--- src/hdl/ddaa_pkg.sv ---
// ----------------------------------------------------------------------------
// ddaa_pkg
// Shared constants and types for the decimal digit array adder.
// ----------------------------------------------------------------------------
package ddaa_pkg;

  // Digits kept per operand; one accumulator holds up to 10^MAX_DIGITS - 1.
  localparam int MAX_DIGITS = 16;
  localparam longint unsigned VAL_LIMIT = 64'd10 ** MAX_DIGITS;
  // Accumulator width: smallest w with 2^w > 10^MAX_DIGITS - 1 (54 for 16 digits).
  localparam int VAL_W      = $clog2(VAL_LIMIT);
  localparam int SUM_W      = VAL_W + 1;
  localparam int NDIG       = MAX_DIGITS + 1;
  localparam int BCD_W      = 4 * NDIG;
  localparam int CNT_W      = $clog2(MAX_DIGITS + 1);
  localparam int BIT_CNT_W  = $clog2(SUM_W + 1);
  localparam int REM_W      = $clog2(NDIG + 1);

  typedef enum logic [1:0] {
    REQ_FIRST  = 2'd0,
    REQ_SECOND = 2'd1,
    REQ_FINISH = 2'd2,
    REQ_NONE   = 2'd3
  } req_t;

  // Control from the top level to the accumulator bank.
  typedef struct packed {
    logic       ld_first;
    logic       ld_second;
    logic       clear;
    logic [3:0] digit;
  } acc_ctl_t;

endpackage

--- src/hdl/decimal_digit_array_adder_top.sv ---
// ----------------------------------------------------------------------------
// decimal_digit_array_adder_top
// Accumulates two decimal operands digit by digit and streams out the digits
// of their sum, most significant first.
// ----------------------------------------------------------------------------
//  channel | ports                  | contents
//  --------+------------------------+---------------------------------------
//  in      | in_tvalid/tready/tdata | tdata[3:0] digit, tuser[1:0] req_type
//  out     | out_tvalid/tready/...  | tdata[3:0] sum_digit, tlast last,
//          |                        | tuser[0] overflow
//
// A finish runs a shift-and-correct conversion over all SUM_W (55) bits of the sum,
// then a leading zero skip, then outputs one digit per cycle while out_tready is high.
// in_tready stays low from a finish until its last digit is taken.
// out_tready low holds the current digit; reset is synchronous, active low.
// ----------------------------------------------------------------------------
module decimal_digit_array_adder_top (
  input  logic       clk,
  input  logic       rst_n,
  input  logic       in_tvalid,
  output logic       in_tready,
  input  logic [7:0] in_tdata,   // [3:0] digit, [7:4] zero
  input  logic [1:0] in_tuser,   // [1:0] req_type
  output logic       out_tvalid,
  input  logic       out_tready,
  output logic [7:0] out_tdata,  // [3:0] sum_digit, [7:4] zero
  output logic       out_tlast,
  output logic [0:0] out_tuser   // [0] overflow
);
  import ddaa_pkg::*;

  acc_ctl_t         acc_ctl;
  logic [SUM_W-1:0] sum;
  logic             too_long;
  logic             conv_idle;
  logic             in_xfer;
  logic             start;
  logic [3:0]       sum_digit;
  logic             ovf_flag;

  assign in_tready = conv_idle;
  assign in_xfer   = in_tvalid && in_tready;
  assign start     = in_xfer && (in_tuser == REQ_FINISH);

  always_comb begin
    acc_ctl.ld_first  = in_xfer && (in_tuser == REQ_FIRST);
    acc_ctl.ld_second = in_xfer && (in_tuser == REQ_SECOND);
    acc_ctl.clear     = start;
    acc_ctl.digit     = in_tdata[3:0];
  end

  ddaa_acc u_acc (
    .clk      (clk),
    .rst_n    (rst_n),
    .ctl      (acc_ctl),
    .sum      (sum),
    .too_long (too_long)
  );

  ddaa_conv u_conv (
    .clk       (clk),
    .rst_n     (rst_n),
    .start     (start),
    .sum       (sum),
    .ovf       (too_long),
    .idle      (conv_idle),
    .out_valid (out_tvalid),
    .out_ready (out_tready),
    .out_digit (sum_digit),
    .out_last  (out_tlast),
    .out_ovf   (ovf_flag)
  );

  assign out_tdata = {4'd0, sum_digit};
  assign out_tuser = ovf_flag;

endmodule

--- src/hdl/ddaa_acc.sv ---
// ----------------------------------------------------------------------------
// ddaa_acc
// Operand accumulators: value = value*10 + digit, digit count limit, error flag.
// ----------------------------------------------------------------------------
module ddaa_acc (
  input  logic                   clk,
  input  logic                   rst_n,
  input  ddaa_pkg::acc_ctl_t     ctl,
  output logic [ddaa_pkg::SUM_W-1:0] sum,
  output logic                   too_long
);
  import ddaa_pkg::*;

  logic [VAL_W-1:0] first_r, first_nxt, second_r, second_nxt;
  logic [CNT_W-1:0] first_cnt_r, first_cnt_nxt, second_cnt_r, second_cnt_nxt;
  logic             too_long_r, too_long_nxt;
  logic [3:0]       dsat;
  logic [VAL_W-1:0] base, scaled;
  logic             base_full;

  assign dsat      = (ctl.digit > 4'd9) ? 4'd9 : ctl.digit;
  assign base      = ctl.ld_first ? first_r : second_r;
  assign base_full = ctl.ld_first ? (first_cnt_r >= CNT_W'(MAX_DIGITS))
                                  : (second_cnt_r >= CNT_W'(MAX_DIGITS));
  // times ten as two shifts and one add
  assign scaled    = (base << 3) + (base << 1) + VAL_W'(dsat);

  assign sum      = SUM_W'(first_r) + SUM_W'(second_r);
  assign too_long = too_long_r;

  always_comb begin
    first_nxt      = first_r;
    second_nxt     = second_r;
    first_cnt_nxt  = first_cnt_r;
    second_cnt_nxt = second_cnt_r;
    too_long_nxt   = too_long_r;
    if (ctl.clear) begin
      first_nxt      = '0;
      second_nxt     = '0;
      first_cnt_nxt  = '0;
      second_cnt_nxt = '0;
      too_long_nxt   = 1'b0;
    end else if (ctl.ld_first || ctl.ld_second) begin
      if (base_full) begin
        // drop the digit, flag the sum
        too_long_nxt = 1'b1;
      end else if (ctl.ld_first) begin
        first_nxt     = scaled;
        first_cnt_nxt = first_cnt_r + 1'b1;
      end else begin
        second_nxt     = scaled;
        second_cnt_nxt = second_cnt_r + 1'b1;
      end
    end
  end

  always_ff @(posedge clk) begin
    if (!rst_n) begin
      first_r      <= '0;
      second_r     <= '0;
      first_cnt_r  <= '0;
      second_cnt_r <= '0;
      too_long_r   <= 1'b0;
    end else begin
      first_r      <= first_nxt;
      second_r     <= second_nxt;
      first_cnt_r  <= first_cnt_nxt;
      second_cnt_r <= second_cnt_nxt;
      too_long_r   <= too_long_nxt;
    end
  end

endmodule

--- src/hdl/ddaa_conv.sv ---
// ----------------------------------------------------------------------------
// ddaa_conv
// Binary to decimal converter: one shift-and-correct step per cycle, then
// leading zero skip and digit output, most significant first.
// ----------------------------------------------------------------------------
module ddaa_conv (
  input  logic                       clk,
  input  logic                       rst_n,
  input  logic                       start,
  input  logic [ddaa_pkg::SUM_W-1:0] sum,
  input  logic                       ovf,
  output logic                       idle,
  output logic                       out_valid,
  input  logic                       out_ready,
  output logic [3:0]                 out_digit,
  output logic                       out_last,
  output logic                       out_ovf
);
  import ddaa_pkg::*;

  typedef enum logic [3:0] {
    S_IDLE = 4'b0001,
    S_CONV = 4'b0010,
    S_SKIP = 4'b0100,
    S_EMIT = 4'b1000
  } state_t;

  state_t               state_r, state_nxt;
  logic [SUM_W-1:0]     bin_r, bin_nxt;
  logic [BCD_W-1:0]     bcd_r, bcd_nxt;
  logic [BIT_CNT_W-1:0] bit_cnt_r, bit_cnt_nxt;
  logic [REM_W-1:0]     rem_r, rem_nxt;
  logic                 ovf_r, ovf_nxt;
  logic [BCD_W-1:0]     bcd_step;
  logic [BCD_W-1:0]     bcd_adj;
  logic [3:0]           top_digit;

  // conversion step: add three to every digit at five or above, then shift in a bit
  always_comb begin
    for (int i = 0; i < NDIG; i++) begin
      bcd_adj[4*i +: 4] = (bcd_r[4*i +: 4] >= 4'd5) ? bcd_r[4*i +: 4] + 4'd3
                                                     : bcd_r[4*i +: 4];
    end
    bcd_step = {bcd_adj[BCD_W-2:0], bin_r[SUM_W-1]};
  end

  assign top_digit = bcd_r[BCD_W-1 -: 4];

  always_comb begin
    state_nxt   = state_r;
    bin_nxt     = bin_r;
    bcd_nxt     = bcd_r;
    bit_cnt_nxt = bit_cnt_r;
    rem_nxt     = rem_r;
    ovf_nxt     = ovf_r;
    case (state_r)
      S_IDLE: begin
        if (start) begin
          bin_nxt     = sum;
          bcd_nxt     = '0;
          bit_cnt_nxt = BIT_CNT_W'(SUM_W);
          ovf_nxt     = ovf;
          state_nxt   = S_CONV;
        end
      end
      S_CONV: begin
        bcd_nxt     = bcd_step;
        bin_nxt     = bin_r << 1;
        bit_cnt_nxt = bit_cnt_r - 1'b1;
        if (bit_cnt_r == BIT_CNT_W'(1)) begin
          rem_nxt   = REM_W'(NDIG);
          state_nxt = S_SKIP;
        end
      end
      S_SKIP: begin
        // drop leading zeros, keep at least one digit
        if (top_digit == 4'd0 && rem_r != REM_W'(1)) begin
          bcd_nxt = bcd_r << 4;
          rem_nxt = rem_r - 1'b1;
        end else begin
          state_nxt = S_EMIT;
        end
      end
      S_EMIT: begin
        if (out_ready) begin
          bcd_nxt = bcd_r << 4;
          rem_nxt = rem_r - 1'b1;
          if (rem_r == REM_W'(1)) begin
            state_nxt = S_IDLE;
          end
        end
      end
      default: begin
        state_nxt = S_IDLE;
      end
    endcase
  end

  always_ff @(posedge clk) begin
    if (!rst_n) begin
      state_r <= S_IDLE;
    end else begin
      state_r <= state_nxt;
    end
  end

  always_ff @(posedge clk) begin
    bin_r     <= bin_nxt;
    bcd_r     <= bcd_nxt;
    bit_cnt_r <= bit_cnt_nxt;
    rem_r     <= rem_nxt;
    ovf_r     <= ovf_nxt;
  end

  assign idle      = (state_r == S_IDLE);
  assign out_valid = (state_r == S_EMIT);
  assign out_digit = top_digit;
  assign out_last  = (rem_r == REM_W'(1));
  assign out_ovf   = ovf_r;

endmodule

--- config.mk ---
export PLATFORM = sky130hd
export DESIGN_NAME = decimal_digit_array_adder_top
export DESIGN_NICKNAME = d
export VERILOG_FILES = /design/src/hdl/ddaa_pkg.sv /design/src/hdl/decimal_digit_array_adder_top.sv /design/src/hdl/ddaa_acc.sv /design/src/hdl/ddaa_conv.sv
export SDC_FILE = /design/constraint.sdc
export NUM_CORES = 1
export LEC_CHECK = 0
export BUFFER_PORTS_ARGS = -buffer_cell sky130_fd_sc_hd__buf_4
export CORE_MARGIN = 10
export CORE_UTILIZATION = 54
export DETAILED_ROUTE_END_ITERATION = 7
export PLACE_DENSITY_LB_ADDON = 0.2
export SLEW_MARGIN = 20
export SYNTH_ARGS = -nofsm -noshare
export SYNTH_HDL_FRONTEND = slang
export SYNTH_HIERARCHICAL = 1
export SYNTH_SLANG_ARGS = --single-unit
--- constraint.sdc ---
create_clock -name clk -period 7.7 [get_ports clk]
set_clock_uncertainty 0.15 [all_clocks]
set_input_delay 1.155 -clock clk [delete_from_list [all_inputs] [get_ports clk]]
set_output_delay 1.155 -clock clk [all_outputs]
set_load 0.005 [all_outputs]
== Word level (Yosys, flattened, before mapping) ==
Index checks and enable logic that the tools add are counted.

* Output and inout bits: 12
* ROM bits: 0
* Memories: 0
* Bits in registers: 258
* Memory bits (writable): 0
* Bits in latches: 0
* Input bits: 14
* Logic and storage cells: 131

* Divide/modulo/power cells: 0
* Multiplexer cells: 38
* Reductions and logical operators: 20
* Equal/unequal tests: 15
* Shift operators: 0
* Bitwise operators: 3
* $lt $le $gt $ge: 20
* Multipliers: 0
* $add $sub $neg: 24

{| class="wikitable"
|+ Operators with widths
! operator !! count
|-
| 68-bit one-hot mux with 4 select lines || 1
|-
| 68-bit 2-to-1 mux || 3
|-
| 55-bit one-hot mux with 2 select lines || 1
|-
| 4-bit 2-to-1 mux || 22
|-
| 4-bit by 3-bit >= comparator with 1-bit output (second input constant) || 17
|-
| 4-bit by 2-bit adder with 4-bit output (second input constant) || 16
|-
| 54-bit by 54-bit adder with 55-bit output || 1
|-
| 55-bit 2-to-1 mux || 1
|-
| 54-bit by 4-bit adder with 54-bit output || 1
|-
| 54-bit adder || 1
|-
| 53-bit 2-to-1 mux || 1
|-
| 4-bit one-hot mux with 4 select lines || 1
|-
| 5-bit 2-to-1 mux || 3
|-
| 5-bit one-hot mux with 3 select lines || 1
|-
| 6-bit one-hot mux with 2 select lines || 1
|-
| 5-bit by 1-bit adder with 5-bit output (second input constant) || 2
|-
| 5-bit >= comparator (second input constant) || 2
|-
| 2-bit by 1-bit != test with 1-bit output (second input constant) || 5
|-
| 4-bit AND reduction || 2
|-
| 6-bit by 1-bit == test with 1-bit output (second input constant) || 1
|-
| 6-bit 2-to-1 mux || 1
|-
| 2-bit AND reduction || 3
|-
| 3-bit AND reduction || 2
|-
| 6-bit by 1-bit subtractor with 6-bit output (second input constant) || 1
|-
| other kinds (24) || 30
|}

== Depth between registers and ports, before layout ==
* Depth after elaboration: 6
* Gate-level depth with buffers: 20
* Mapped depth without buffers: 17

== By module ==
Netlist, hierarchy kept.

{| class="wikitable"
|+ By module, submodules not included
! module !! area each (µm²) !! instances !! cells each !! seq. area each (µm²)
|-
| ddaa_acc || 11359.6 || 1 || 1464 || 2382.3
|-
| ddaa_conv || 7643.6 || 1 || 716 || 4134.0
|-
| decimal_digit_array_adder_top || 68.8 || 1 || 8 || 0.0
|}

== Worst setup path before layout ==
No wires, ideal clock.

* Kind: input port to flip-flop
* Start: in in_tuser[1]
* End: reg u_acc.first_r[46]
* Required time: 7476 ps
* Library setup time: 74 ps
* Stages: 17
* Data arrival time: 5824 ps
* Path buffers: 3
* Path slack: 1652 ps
* Cell sequence: and4bb_2 > clkbuf_1 > clkbuf_1 > clkbuf_1 > mux2_2 > fa_1 > fa_1 > a21o_1 > a221oi_4 > o221ai_2 > a211o_2 > a221oi_4 > o221ai_2 > a21oi_2 > o21ai_2 > or3_1 > a31oi_1

* Cells in the longest elaborated chain, start to end: 5
* Elaborated cells on any way between the ends: 14
* Classes of those cells: 2 x add/sub; 2 x eq/ne; 2 x mux; 1 x bitwise; 7 x reduce/logical

{| class="wikitable"
|+ RTL lines
! item !! line !! RTL
|-
| start: declaration || decimal_digit_array_adder_top.sv:23 || <nowiki>input logic [1:0] in_tuser,</nowiki>
|-
| 2-bit zero test || decimal_digit_array_adder_top.sv:46 || <nowiki>acc_ctl.ld_first = in_xfer && (in_tuser == REQ_FIRST);</nowiki>
|-
| 1-bit logical AND || decimal_digit_array_adder_top.sv:46 ||
|-
| 53-bit 2-to-1 mux / 1-bit 2-to-1 mux (equally long branches) || ddaa_acc.sv:22, ddaa_acc.sv:23 ||
|-
| 54-bit adder / 1-bit inverter (equally long branches) || n/a ||
|-
| 54-bit by 4-bit adder with 54-bit output / 3-bit AND reduction (equally long branches) || n/a ||
|-
| end signal: assignment || ddaa_acc.sv:65 || <nowiki>first_r <= first_nxt;</nowiki>
|-
| end: declaration || ddaa_acc.sv:14 || <nowiki>logic [VAL_W-1:0] first_r, first_nxt, second_r, second_nxt;</nowiki>
|}

Parallel ways exist; a longest one is shown, timed or not.
A chain may end at the register's enable or synchronous reset.

==> key figures <==
Status
  • Status: complete, no violations

Die
  • Die W: 208 um
  • Starting density of the core: roughly 55%
  • Row Count: 68
  • Core area: approximately 0.035 sq mm
  • Chip height: just over 200 um
  • Die ar.: about 0.043 sq mm
  • I/O pin cnt: 26

Clocking
  • Cts bufs inserted: 30
  • Register clock-pin slew on the reported worst setup and hold paths: about 60 ps
  • CTS tree: yes
  • Max clock buf depth: 3
  • Clock Tree Root: clkbuf_16
  • Post_cts resized: 0
  • Setup bufs post-CTS: 0
  • CTS Hold Bufs: 0
  • Clk sinks: roughly 260
  • H-tree levels: 1
  • Clk_lat worst skew: 550 ps

Synth
  • Post-synthesis async set-or-reset flop share: 0%
  • Synth Cell Area: approximately 0.019 sq mm
  • Yosys reg bits: roughly 260
  • Netlist cell types: a little over 90
  • Post-synthesis sequential area ratio: 34.2%
  • Synthesis Warnings: 6
  • Mapped Cells: about 2200
  • EDFF count, synth: around 140
  • Avg Cell Area, Syn: approximately 8.7 sq um
  • Synth Flop Type: edfxtp_1

Run
  • Max Cap Violations: 0

Route
  • Wire per inst: approximately 17 um
  • DR vias: ~16000
  • Number of remaining DRC errors: 0
  • Post-Route WL: between 40000 and 50000 um
  • Iteration count of the initial detailed-routing pass: 5
  • DR iter-0 viols: ~1200
  • Vias per cell: between 5 and 6
  • Post-route ant nets: 0

Global route
  • Largest net degree at the start of global routing: between 70 and 80
  • Wire length of the first global-routing pass: about 74000 um
  • Initial antenna violation count: 0
  • Vias in the first global route: ~15000
  • Total global routing overflow: 0
  • Total track usage: 19.6%

Worst hold path
  • Min-Delay Path Class: reg -> reg

Timing
  • Slew margin rel.: between 30% and 40%
  • Max-slew violations: 0
  • Final Hold Fails: 0
  • Fin crit share: 82.4%
  • Setup TNS: 0 ps
  • Final Critical Period: about 6300 ps
  • Final setup viols: 0
  • RSZ-0062 raised after global routing: no
  • Fin Hold WS: about 290 ps
  • Least-Margin Pin Slew: between 900 and 1000 ps
  • Fmax: roughly 0.16 GHz

Cells and area
  • ANT cells: 0
  • Final core utilization: 58.7%
  • Area Overhead vs Synth: 6.90%
  • Nets: about 2300
  • Finished Cell Area: between 0.02 and 0.025 sq mm
  • Finished Layout Cells: between 2000 and 3000
  • Sequential Area: around 0.0065 sq mm
  • Filler cells: 3075
  • Fraction of layout cells with a size suffix above 1: 8.67%
  • Multi-input combinational cell area: around 0.012 sq mm

Placed design
  • DP Area: 0.0194 sq mm
  • I/O Buffers: 17
  • Gpl congestion: around 0.89
  • Post-DP HPWL: between 30000 and 40000 um
  • DP Cell Count: about 2600

Setup path
  • Data required time of the worst path: 7990 ps
  • Critical path type: reg -> reg
  • CP Max Fanout: 39
  • CP Capture Type: register
  • Worst path arrival time: between 6000 and 7000 ps
  • Startpoint types: register

Power and ir drop
  • Power per cell area: around 150 mW/mm^2
  • Comb power frac: between 5 and 6%
  • Sequential Power Share: about half
  • Net switching power: a little over 0.7 mW
  • Leakage: around 8.6 nW
  • Peak supply drop: ~130 uV
  • Clock group share of total power: between 40% and 50%
  • Switching Fraction: 22.8%
  • Internal power: about 2.4 mW
==> state kept, by name, indices dropped and copies added (netlist names), 4 cells and up <==
signal,cells
u_conv/bcd_r,68
u_conv/bin_r,55
u_acc/first_r,54
u_acc/second_r,54
u_conv/bit_cnt_r,6
u_acc/first_cnt_r,5
u_acc/second_cnt_r,5
u_conv/rem_r,5
u_conv/state_r,4
==> power groups by stage <==
stage               sequential [mW]  combinational, mW  clock (mW)
finish                         1.49              0.181        1.42
global placement               1.52              0.175           0
global route                   1.50              0.200        1.50
CTS                            1.49              0.182        1.45
floorplan                      1.52              0.133           0
detailed placement             1.52              0.181           0
==> cell usage after synthesis, types with 19 or more instances <==
cell type	number	area share, %
nand2_1	437	8.6
a21oi_1	238	6.2
ha_1	197	13
edfxtp_1	135	21
dfxtp_1	123	13
xnor2_1	94	4.3
nor2_1	80	1.6
o21ai_0	80	2.1
clkbuf_1	79	1.6
inv_1	74	1.5
a21o_1	62	2.4
mux2_2	56	3.3
xor2_1	36	1.7
nand4_1	35	1.1
nand3_1	26	0.68
nor3_1	25	0.66
a31oi_1	23	0.75
nand2b_1	23	0.75
o21bai_1	21	0.83
nor3b_1	20	0.79
buf_2	19	0.50
==> path summary, 6_finish.rpt <==
path                      from                end  slack, ps  depth (start not counted)
min reg2reg     u_acc/too_long     u_conv/out_ovf        290                          0
min             u_acc/too_long     u_conv/out_ovf        290                          0
max          u_conv/state_r[0]  u_acc/first_r[53]       1360                         15
max reg2reg  u_conv/state_r[0]  u_acc/first_r[53]       1360                         15
==> per-stage QoR <==
| step | setup slack, ps | power (mW) |
|---|---|---|
| CTS | 1300 | 3.12 |
| detailed placement | 896 | 1.70 |
| floorplan | 1650 | 1.65 |
| global placement | 1010 | 1.70 |
| global route | 1060 | 3.20 |
| finish | 1360 | 3.09 |
==> cell usage in the layout (no fill, tap or decap), types with 22 or more instances in the layout <==
cell type / netlist / routed
xor2_1: 36 / 36
xnor2_1: 94 / 94
nand3_1: 26 / 26
nand2_1: 437 / 436
nor3_1: 25 / 25
dfxtp_1: 123 / 123
a21o_1: 62 / 62
buf_4: 9 / 32
a21oi_1: 238 / 238
nor2_1: 80 / 80
ha_1: 197 / 197
inv_1: 74 / 74
nand4_1: 35 / 35
clkbuf_16: 0 / 31
edfxtp_1: 135 / 135
o21ai_0: 80 / 80
a31oi_1: 23 / 22
mux2_2: 56 / 56
==> worst max-delay path, cell delays in order, from the launching register on <==
cell	delay, ps
dfxtp_1	460
nor4b_1	280
buf_4	200
and4bb_2	690
buf_4	580
mux2_2	430
ha_1	310
ha_1	420
nand4_1	170
or3_1	460
a211oi_1	550
o21ai_1	140
o2111ai_1	210
a31oi_1	220
or4b_1	620
a211o_1	290
==> layout make-up <==
cell class                      count  area share (%)
Multi-Input combinational cell   1737            57.8
Sequential cell                   258            32.0
Clock buffer                       41            4.07
Tap cell                          455            2.79
Inverter                           75            1.39
Timing Repair Buffer               32            1.18
Clock inverter                     15           0.779
==> metal layers <==
layer	GRT usage [%]	vias up	wire, um	part of all wire (%)
li1	-	7784	-	-
met1	26.9	7385	21100	48
met2	32.5	312	20500	47
met3	1.93	43	1720	3.9
met4	4.33	0	624	1.4
met5	0	-	0	0
==> cell families after synthesis <==
logic type	share of synthesized area, %
AND/OR/NAND/NOR	17.4
AO/OA/AOI/OAI	20.9
adder cells (fa/ha/maj)	13.2
buffers and inverters	4.37
other	0.0197
multiplexers	3.88
flip-flops	34.2
XOR/XNOR	5.97
(Power assumes the default switching activity.)
